## src/rtl/ifvd_pkg.sv

```systemverilog
// ----------------------------------------------------------------------------
// ifvd_pkg
// shared types and constants for the ir flame vote detector
// ----------------------------------------------------------------------------
package ifvd_pkg;

  localparam int NUM_CHANNELS = 5;
  localparam int SAMPLE_W     = 12;
  localparam int ALPHA_W      = 16;
  localparam int MARGIN_W     = 12;
  localparam int VERIFY_W     = 16;
  localparam int AMB_W        = 3;
  localparam int TIME_W       = 32;
  localparam int TOTAL_W      = $clog2(NUM_CHANNELS + 1);
  localparam int CFG_IDX_W    = 2;
  localparam int CFG_DATA_W   = 16;

  localparam logic [AMB_W-1:0]    AMB_RESET    = 3'd4;
  localparam logic [MARGIN_W-1:0] MARGIN_RESET = 12'd100;
  localparam logic [ALPHA_W-1:0]  ALPHA_RESET  = 16'd655;
  localparam logic [VERIFY_W-1:0] VERIFY_RESET = 16'd500;

  typedef enum logic [1:0] {
    ST_IDLE      = 2'd0,
    ST_POTENTIAL = 2'd1,
    ST_DETECTED  = 2'd2,
    ST_AMBIENT   = 2'd3
  } det_state_t;

  typedef enum logic [CFG_IDX_W-1:0] {
    REG_SPIKE_MARGIN = 2'd0,
    REG_SMOOTH_GAIN  = 2'd1,
    REG_VERIFY_MS    = 2'd2,
    REG_AMBIENT_MIN  = 2'd3
  } cfg_idx_t;

  typedef enum logic {
    REQ_SAMPLE = 1'b0,
    REQ_CLEAR  = 1'b1
  } req_t;

  typedef struct packed {
    logic                req_type;
    logic [SAMPLE_W-1:0] sample_ch0;
    logic [SAMPLE_W-1:0] sample_ch1;
    logic [SAMPLE_W-1:0] sample_ch2;
    logic [SAMPLE_W-1:0] sample_ch3;
    logic [SAMPLE_W-1:0] sample_ch4;
    logic [TIME_W-1:0]   time_ms;
  } in_word_t;

  typedef struct packed {
    logic [1:0]              detect_state;
    logic                    flame_flag;
    logic [NUM_CHANNELS-1:0] spike_mask;
    logic [TOTAL_W-1:0]      spike_total;
  } out_word_t;

  // per-item control from the top level to the datapath parts
  typedef struct packed {
    logic en;
    logic clr;
  } step_ctl_t;

endpackage

```

## src/rtl/ifvd_vote.sv

```systemverilog
// ----------------------------------------------------------------------------
// ifvd_vote
// spike vote state machine with persistence timer
// ----------------------------------------------------------------------------
module ifvd_vote (
  input  logic                                clk,
  input  logic                                rst,
  input  ifvd_pkg::step_ctl_t                 ctl,
  input  logic [ifvd_pkg::NUM_CHANNELS-1:0]   mask,
  input  logic [ifvd_pkg::TIME_W-1:0]         now,
  input  logic [ifvd_pkg::VERIFY_W-1:0]       verify_ms,
  input  logic [ifvd_pkg::AMB_W-1:0]          ambient_min,
  output ifvd_pkg::out_word_t                 result
);

  ifvd_pkg::det_state_t              state;
  ifvd_pkg::det_state_t              state_next;
  ifvd_pkg::det_state_t              state_mid;
  logic [ifvd_pkg::TIME_W-1:0]       start_stamp;
  logic [ifvd_pkg::TIME_W-1:0]       start_stamp_next;
  logic                              start_valid;
  logic                              start_valid_next;
  logic [ifvd_pkg::TOTAL_W-1:0]      total;
  logic                              adjacent;
  logic [ifvd_pkg::TIME_W-1:0]       elapsed;

  always_comb begin
    total = '0;
    for (int i = 0; i < ifvd_pkg::NUM_CHANNELS; i++) begin
      total = total + ifvd_pkg::TOTAL_W'(mask[i]);
    end
    adjacent = |(mask & (mask >> 1));
  end

  // next state
  always_comb begin
    state_mid        = state;
    start_stamp_next = start_stamp;
    start_valid_next = start_valid;
    priority if (total == '0) begin
      if (state == ifvd_pkg::ST_POTENTIAL) begin
        state_mid        = ifvd_pkg::ST_IDLE;
        start_valid_next = 1'b0;
        start_stamp_next = '0;
      end
    end else if (ifvd_pkg::TOTAL_W'(ambient_min) <= total) begin
      state_mid        = ifvd_pkg::ST_AMBIENT;
      start_valid_next = 1'b0;
      start_stamp_next = '0;
    end else if (total == ifvd_pkg::TOTAL_W'(1) ||
                 (total == ifvd_pkg::TOTAL_W'(2) && adjacent)) begin
      state_mid = ifvd_pkg::ST_POTENTIAL;
      if (!start_valid) begin
        start_stamp_next = now;
        start_valid_next = 1'b1;
      end
    end else begin
      state_mid = state;
    end
    elapsed    = now - start_stamp_next;
    state_next = state_mid;
    if (state_mid == ifvd_pkg::ST_POTENTIAL &&
        elapsed >= ifvd_pkg::TIME_W'(verify_ms)) begin
      state_next = ifvd_pkg::ST_DETECTED;
    end
    if (ctl.clr) begin
      state_next       = ifvd_pkg::ST_IDLE;
      start_stamp_next = '0;
      start_valid_next = 1'b0;
    end
  end

  // outputs
  always_comb begin
    result.detect_state = state_next;
    result.flame_flag   = state_next == ifvd_pkg::ST_DETECTED;
    result.spike_mask   = ctl.clr ? '0 : mask;
    result.spike_total  = ctl.clr ? '0 : total;
  end

  always_ff @(posedge clk) begin
    if (rst) begin
      state       <= ifvd_pkg::ST_IDLE;
      start_stamp <= '0;
      start_valid <= 1'b0;
    end else if (ctl.en) begin
      state       <= state_next;
      start_stamp <= start_stamp_next;
      start_valid <= start_valid_next;
    end
  end

endmodule

```

## config.mk

```make
export PLATFORM = sky130hd
export DESIGN_NAME = ifvd_vote
export DESIGN_NICKNAME = d
export VERILOG_FILES = /design/src/rtl/ifvd_pkg.sv /design/src/rtl/ifvd_vote.sv
export SDC_FILE = /design/constraint.sdc
export NUM_CORES = 1
export LEC_CHECK = 0
export BUFFER_PORTS_ARGS = -buffer_cell sky130_fd_sc_hd__buf_2
export CELL_PAD_IN_SITES_DETAIL_PLACEMENT = 1
export CELL_PAD_IN_SITES_GLOBAL_PLACEMENT = 1
export CORE_MARGIN = 10
export CORE_UTILIZATION = 46
export CTS_CLUSTER_DIAMETER = 80
export DETAILED_ROUTE_END_ITERATION = 12
export MAX_ROUTING_LAYER = met4
export PLACE_DENSITY_LB_ADDON = 0.15
export SLEW_MARGIN = 10
export SYNTH_ARGS = -nofsm -noshare
export SYNTH_HDL_FRONTEND = slang
export SYNTH_SLANG_ARGS = --single-unit
```

## constraint.sdc

```tcl
create_clock -name clk -period 37.7 [get_ports clk]
set_input_delay 9.425 -clock clk [delete_from_list [all_inputs] [get_ports clk]]
set_output_delay 9.425 -clock clk [all_outputs]
set_load 0.02 [all_outputs]
```

* Word-level counts from Yosys, hierarchy flattened
Index checks and enable logic that the tools add are counted. W data, S select, Z words.
Operators by class: add/sub/neg operators 5, magnitude comparators 2, equality and inequality tests 6, mux-type cells 19, bitwise operators 1, reduce and logical (&&, ||, !) cells 7
Operators with widths (count):
- $mux W32 | 6
- $ge A32 B16 Y1 | 1
- $sub A32 B32 Y32 | 1
- $mux W2 | 6
- $add A3 B1 Y3 | 2
- $and A5 B4 Y5 | 1
- $mux W1 | 5
- $mux W5 | 1
- $reduce_or A5 Y1 | 1
- $eq A2 B1 Y1 const B | 2
- $reduce_bool A4 Y1 | 1
- $add A2 B1 Y3 | 1
- $eq A3 B1 Y1 const B | 1
- $eq A3 B2 Y1 const B | 1
- $le A3 B3 Y1 | 1
- $logic_not A3 Y1 | 1
- $mux W3 | 1
- $ne A3 B2 Y1 const B | 1
- $reduce_and A3 Y1 | 1
- $add A1 B1 Y2 | 1
- $eq A2 B2 Y1 const B | 1
- $logic_and A1 B1 Y1 | 2
- $logic_or A1 B1 Y1 | 1
Word-level totals: bits in registers 35, bits of input ports 60, output and inout bits 11, word-level logic and storage cells 43

* Logic depth before layout (Yosys ltp)
Gate-level depths: netlist of run 1.
depth in word-level cells 16, gate-level depth with buffers 35

* Least setup slack after synthesis of run 1
Ideal clock, no wire load.
kind input to output, from input port mask[0] in the netlist's numbering, to output port result[9] in the netlist's numbering, arrival 16.513 ns, slack 11.762 ns, stages on the path 33, path buffers 1, cell sequence fa_1 inv_1 fa_1 inv_1 ha_1 inv_1 ha_1 a32o_1 and2_2 nand2b_1 nor2_1 clkbuf_1 a22o_1 ha_1 inv_1 fa_1 a21o_1 a221o_1 inv_2 o21ai_0 a21oi_1 xnor2_1 ha_1 o2111a_1 o21a_1 a2111oi_1 o221ai_1 nor4_2 or3b_1 nor4b_2 nand4b_1 o31ai_2 and3b_1
RTL lines:
- from (decl) | RTL line ifvd_vote.sv:9 | input logic [ifvd_pkg::NUM_CHANNELS-1:0] mask,
- to (decl) | RTL line ifvd_vote.sv:13 | output ifvd_pkg::out_word_t result

==> results.sh, run 1 <==
export IMPL_area_growth_pct=10.5
export IMPL_synth_simple_area_share_pct=21.7
export IMPL_syn_instance_count=556
export IMPL_cts_max_level=2
export IMPL_antenna_found_initial=0
export IMPL_overflow=0
export IMPL_synth_top_family_by_area="compound AO/OA/AOI/OAI gates"
export IMPL_period_share_pct=71.5
export IMPL_synthesis_area_mm2=0.00434
export IMPL_critPathRequiredTime_ns=28.27
export IMPL_place_ws_ns=10.79
export IMPL_die_h_um=117
export IMPL_crit_type="in -> out"
export IMPL_final_setup_worst_slack_ns=10.76
export IMPL_ys_warn_count=0
export IMPL_drtIter0Drc=240
export IMPL_wirelength_um=14100
export IMPL_cap_violations=0
export IMPL_die_area_mm2=0.0137
export IMPL_drive_above_1_share_pct=16.6
export IMPL_fin_util_pct=52.1
export IMPL_seq_area_frac_synth_pct=16.1
export IMPL_yosysMostFrequentCell="ha_1"
export IMPL_setup_viol=0
export IMPL_post_route_drc_count=0
export IMPL_ir_drop_v=0.0000181
export IMPL_hold_viol_final=0
export IMPL_p_leak_nw=2.04
export IMPL_synthTopCellsByCount="53 x ha_1, 40 x nor2_1, 35 x dfxtp_1"
export IMPL_slew_limit_headroom_pct=29.2
export IMPL_cts_root_buf="clkbuf_8"
export IMPL_fillCellCount=1176
export IMPL_numPortBuffers=70
export IMPL_synthXorXnorAreaFrac_pct=4.64
export IMPL_synth_seq_cells=35
export IMPL_yosys_area_share_adder_pct=16.7
export IMPL_clkTransAtPathRegs_ns=0.08
export IMPL_p_per_area_mw_per_mm2=39.5
export IMPL_nets=723
export IMPL_drtPass1Iterations=5
export IMPL_antennaDiodeCount=0
export IMPL_synth_largest_area_cell="dfxtp_1"
export IMPL_setup_tns_ns=0
export IMPL_ioPinCount=71
export IMPL_cts_sinks=35
export IMPL_rsz0062_at_grt="false"
export IMPL_critPathCaptureType="primary output"
export IMPL_grt_max_degree=36
export IMPL_initial_utilization_pct=47.2
export IMPL_grt_pass1_wl_um=23500
export IMPL_grt_pass1_vias=4617
export IMPL_maxSlewViolCount=0
export IMPL_drt_vias_per_instance=6.16
export IMPL_clock_fmax_mhz=37.1
export IMPL_crit_fanout=31
export IMPL_arrival_ns=17.51
export IMPL_cts_tree="done"
export IMPL_ant_nets=0
export IMPL_track_usage_pct=21.7
export IMPL_cts_buffer_depth=2
export IMPL_cts_buffers=5
export IMPL_clk_latency_ns=0.29
export IMPL_max_stage_delay_ns=0.54
export IMPL_synth_area_per_cell_um2=7.80
export IMPL_synth_distinct_cells=78
export IMPL_ctsHoldBuffers=0
export IMPL_crit_slowest_cell="fa_1"
export IMPL_syn_nets=672
export IMPL_ff_latch_area_um2=701
export IMPL_worst_hold_path_type="reg -> reg"
export IMPL_muxShareOfSynthArea_pct=0
export IMPL_rows=35
export IMPL_gp_congestion=0.895
export IMPL_skew_ns=0.00638
export IMPL_synth_edf_count=0
export IMPL_avgRoutedWirePerCell_um=19.7
export IMPL_synthArstFlopShare_pct=0
export IMPL_postCtsSetupBuffers=0
export IMPL_synth_area_top_cells="dfxtp_1 16%, ha_1 15%, o2bb2ai_1 5.9%"
export IMPL_core_mm2=0.00920
export IMPL_synth_top_area_share_pct=16.1
export IMPL_multi_input_area_mm2=0.00337
export IMPL_period_needed_ns=26.94
export IMPL_worst_pin_slew_ns=1.06
export IMPL_ctsResizeCount=0
export IMPL_die_w_um=117
export IMPL_yosys_most_used_dff="dfxtp_1"
export IMPL_outcome="complete, no violations"
export IMPL_num_vias=4429
export IMPL_cp_start_kind="primary input"
export IMPL_synth_compound_area_share_pct=34.4
export IMPL_post_dp_hpwl_um=11500
-- per-stage QoR --
stage          instance area [um^2]  hold slack, ns  total power [mW]  instances
6_report                       4790           0.499             0.189        719
3_5_place_dp                   4710           0.488             0.160        711
4_1_cts                        4790           0.504             0.189        719
2_1_floorplan                  4340           0.460             0.129        556
5_1_grt                        4790           0.555             0.207        719
3_3_place_gp                   4710           0.471             0.157        711
-- power breakdown --
group	switching (mW)	internal (mW)	total, mW
logic	0.0755	0.0462	0.122
registers	0.000801	0.0382	0.0390
clock network	0.0159	0.0129	0.0288
-- cell usage in the layout, fill, tap and decap left out, drive strengths merged, types with 3 or more instances in the layout --
cell / n
nor2: 40
nor2b: 7
or3: 3
and2: 32
nand2b: 4
nor3b: 3
nand4: 10
clkbuf: 5
o211ai: 3
a211oi: 11
xnor2: 12
o22ai: 3
and3: 3
ha: 53
a21o: 23
nor3: 9
nand2: 34
o21bai: 5
buf: 73
o31ai: 5
fa: 3
o21a: 5
inv: 33
nand4b: 3
a21oi: 37
o21ai: 23
dfxtp: 35
a22oi: 31
o2bb2ai: 29
nand3: 13
xor2: 11
nor4: 7
-- worst max-delay path, delay by kind of cell --
| kind | cells | cell delay, ns |
|---|---|---|
| buffers and inverters | 8 | 1.02 |
| xor gates and xnor gates | 1 | 0.15 |
| and+or+nand+nor | 8 | 1.89 |
| AOI/OAI and AO/OA | 11 | 2.74 |
| adders and majority gates | 7 | 2.26 |
-- cell type report --
type | instances | area share [%]
multi-input combinational | 458 | 70.2
sequential | 35 | 14.6
timing repair buffer | 73 | 7.78
tap | 111 | 2.90
inverter | 34 | 2.66
clock buffer | 5 | 1.44
clock inverter | 3 | 0.418
-- final timing paths --
check / from / to / slack [ns] / cells past startpoint
worst max-delay path: mask[0] / result[9] / 10.76 / 35
worst min-delay path: start_stamp[25] / start_stamp[25] / 0.50 / 2
worst max register to register: state[1] / state[0] / 31.53 / 26
worst min register to register: start_stamp[25] / start_stamp[25] / 0.50 / 2
-- registers in the layout, summed over array words and instances, names as in the netlist --
signal and flops:
start_stamp 32, start_valid 1, state 2
-- cells by family (layout without fill, tap and decap cells) --
family | after synthesis | count (layout)
flip-flops | 35 | 35
adder cells (fa/ha/maj) | 56 | 56
AO/OA/AOI/OAI | 203 | 203
XOR/XNOR | 23 | 23
AND/OR/NAND/NOR | 176 | 176
buffers and inverters | 63 | 115
-- per-layer routing --
metal	up-vias	track usage, %	share of wire [%]
met5	-	-	0
met4	0	4.37	1.0
met3	10	1.99	4.5
met2	102	34.5	46
met1	2122	29.5	48
li1	2195	-	-
Power figures use the tool's default switching activity.
==> run 2: changes to the inputs <==
- CORE_UTILIZATION: 46 -> 39
- clock period: 37.7 -> 23.2 ns (I/O delays scaled with it)
==> run 2 against run 1 <==
Effect of this change: clock-buffer cell count up 1; hold slack better by 0.014 ns; clock power up 63%; setup slack worse by 7.3 ns; first-iteration DRC count down 10%; register-to-register slack worse by 15 ns; cell count up 4.0%; global-route usage down 3.4 points; critical path depth unchanged; non-clock buffer count unchanged; sequential power up 62%.
==> results.sh, run 2 (synthesis gave the netlist of run 1 again) <==
export IMPL_outcome="complete, no violations"
export IMPL_core_mm2=0.0109
export IMPL_post_dp_hpwl_um=11600
export IMPL_largest_reg_flops=32
export IMPL_ctsResizeCount=0
export IMPL_drt_vias_per_instance=5.93
export IMPL_final_setup_worst_slack_ns=3.44
export IMPL_max_stage_delay_ns=0.54
export IMPL_die_w_um=125
export IMPL_rows=38
export IMPL_mostFrequentLayoutCell="buf_2"
export IMPL_cts_buffer_depth=2
export IMPL_area_growth_pct=11.2
export IMPL_antenna_found_initial=0
export IMPL_setup_viol=0
export IMPL_antennaDiodeCount=0
export IMPL_initial_utilization_pct=39.9
export IMPL_clock_fmax_mhz=50.6
export IMPL_ff_latch_area_um2=701
export IMPL_cpMostUsedCell="ha_1"
export IMPL_setup_tns_ns=0
export IMPL_period_needed_ns=19.76
export IMPL_grt_pass1_wl_um=24100
export IMPL_skew_ns=0.00679
export IMPL_worst_pin_slew_ns=1.10
export IMPL_numPortBuffers=70
export IMPL_cts_root_buf="clkbuf_8"
export IMPL_track_usage_pct=18.4
export IMPL_postCtsSetupBuffers=0
export IMPL_cp_start_kind="primary input"
export IMPL_rsz0062_at_grt="false"
export IMPL_grt_max_degree=36
export IMPL_die_h_um=125
export IMPL_cts_tree="done"
export IMPL_reg_top3="start_stamp x32, state x2, start_valid x1"
export IMPL_drtPass1Iterations=4
export IMPL_clk_latency_ns=0.30
export IMPL_cts_buffers=5
export IMPL_critPathRequiredTime_ns=17.40
export IMPL_hold_viol_final=0
export IMPL_fillCellCount=1400
export IMPL_num_vias=4436
export IMPL_post_route_drc_count=0
export IMPL_gp_congestion=0.920
export IMPL_critPathCaptureType="primary output"
export IMPL_drive_above_1_share_pct=16.4
export IMPL_cts_sinks=35
export IMPL_p_per_area_mw_per_mm2=64.0
export IMPL_avgRoutedWirePerCell_um=19.4
export IMPL_final_cell_mix="70 x buf_2, 53 x ha_1, 39 x nor2_1"
export IMPL_clkTransAtPathRegs_ns=0.08
export IMPL_p_leak_nw=2.04
export IMPL_hold_ws_ns=0.513
export IMPL_period_share_pct=85.2
export IMPL_crit_fanout=31
export IMPL_worst_hold_path_type="reg -> reg"
export IMPL_place_ws_ns=3.53
export IMPL_overflow=0
export IMPL_multi_input_area_mm2=0.00337
export IMPL_regMostFlops="start_stamp"
export IMPL_grt_pass1_vias=4729
export IMPL_die_area_mm2=0.0157
export IMPL_nets=723
export IMPL_wirelength_um=14500
export IMPL_ioPinCount=71
export IMPL_cap_violations=0
export IMPL_ir_drop_v=0.0000467
export IMPL_arrival_ns=13.96
export IMPL_ant_nets=0
export IMPL_drtIter0Drc=215
export IMPL_crit_type="in -> out"
export IMPL_maxSlewViolCount=0
export IMPL_cts_max_level=2
export IMPL_ctsHoldBuffers=0
export IMPL_crit_slowest_cell="fa_1"
export IMPL_slew_limit_headroom_pct=26.2
## run 2: where the power goes
part           total, mW  internal (mW)  switching [mW]
Clock             0.0470         0.0210          0.0259
Sequential        0.0633         0.0620         0.00125
Combinational      0.199         0.0750           0.124
Total              0.309          0.158           0.151
## run 2: worst paths after layout
kind | slack [ns] | endpoint | from | cells after the start
worst min register to register | 0.51 | start_stamp[25] | start_stamp[25] | 2
worst min-delay path | 0.51 | start_stamp[25] | start_stamp[25] | 2
worst max register to register | 17.00 | state[0] | state[0] | 26
worst max-delay path | 3.44 | result[9] | mask[0] | 35
## run 2: cell type report
class / instances / area share (%)
clock buffer: 6 / 1.50
clock inverter: 2 / 0.259
inverter: 34 / 2.64
multi-input combinational: 458 / 69.7
sequential: 35 / 14.5
tap: 140 / 3.63
timing repair buffer: 73 / 7.72
## run 2: worst max-delay path, delay by kind of cell
| kind | cells | cell delay, ns |
|---|---|---|
| AOI/OAI and AO/OA | 12 | 2.78 |
| xor gates and xnor gates | 1 | 0.14 |
| adders and majority gates | 6 | 2.04 |
| buffers and inverters | 6 | 0.91 |
| and+or+nand+nor | 10 | 2.26 |
## run 2: metrics by stage
stage                     area [um^2]  util (%)  power [mW]  instances
after floorplan                  4340         -       0.210        556
after global placement           4740      43.6       0.255        740
after detailed placement         4740      43.6       0.261        740
after CTS                        4830      44.3       0.310        748
after global routing             4830      44.3       0.336        748
final                            4830      44.3       0.309        748
## run 2: metal layers
layer / vias to the layer above / routed length [um] / track usage (%)
met2: 105 / 6840 / 29.8
met4: 0 / 148 / 3.46
met3: 12 / 682 / 2.24
met5: - / 0 / -
li1: 2190 / - / -
met1: 2129 / 6880 / 24.1
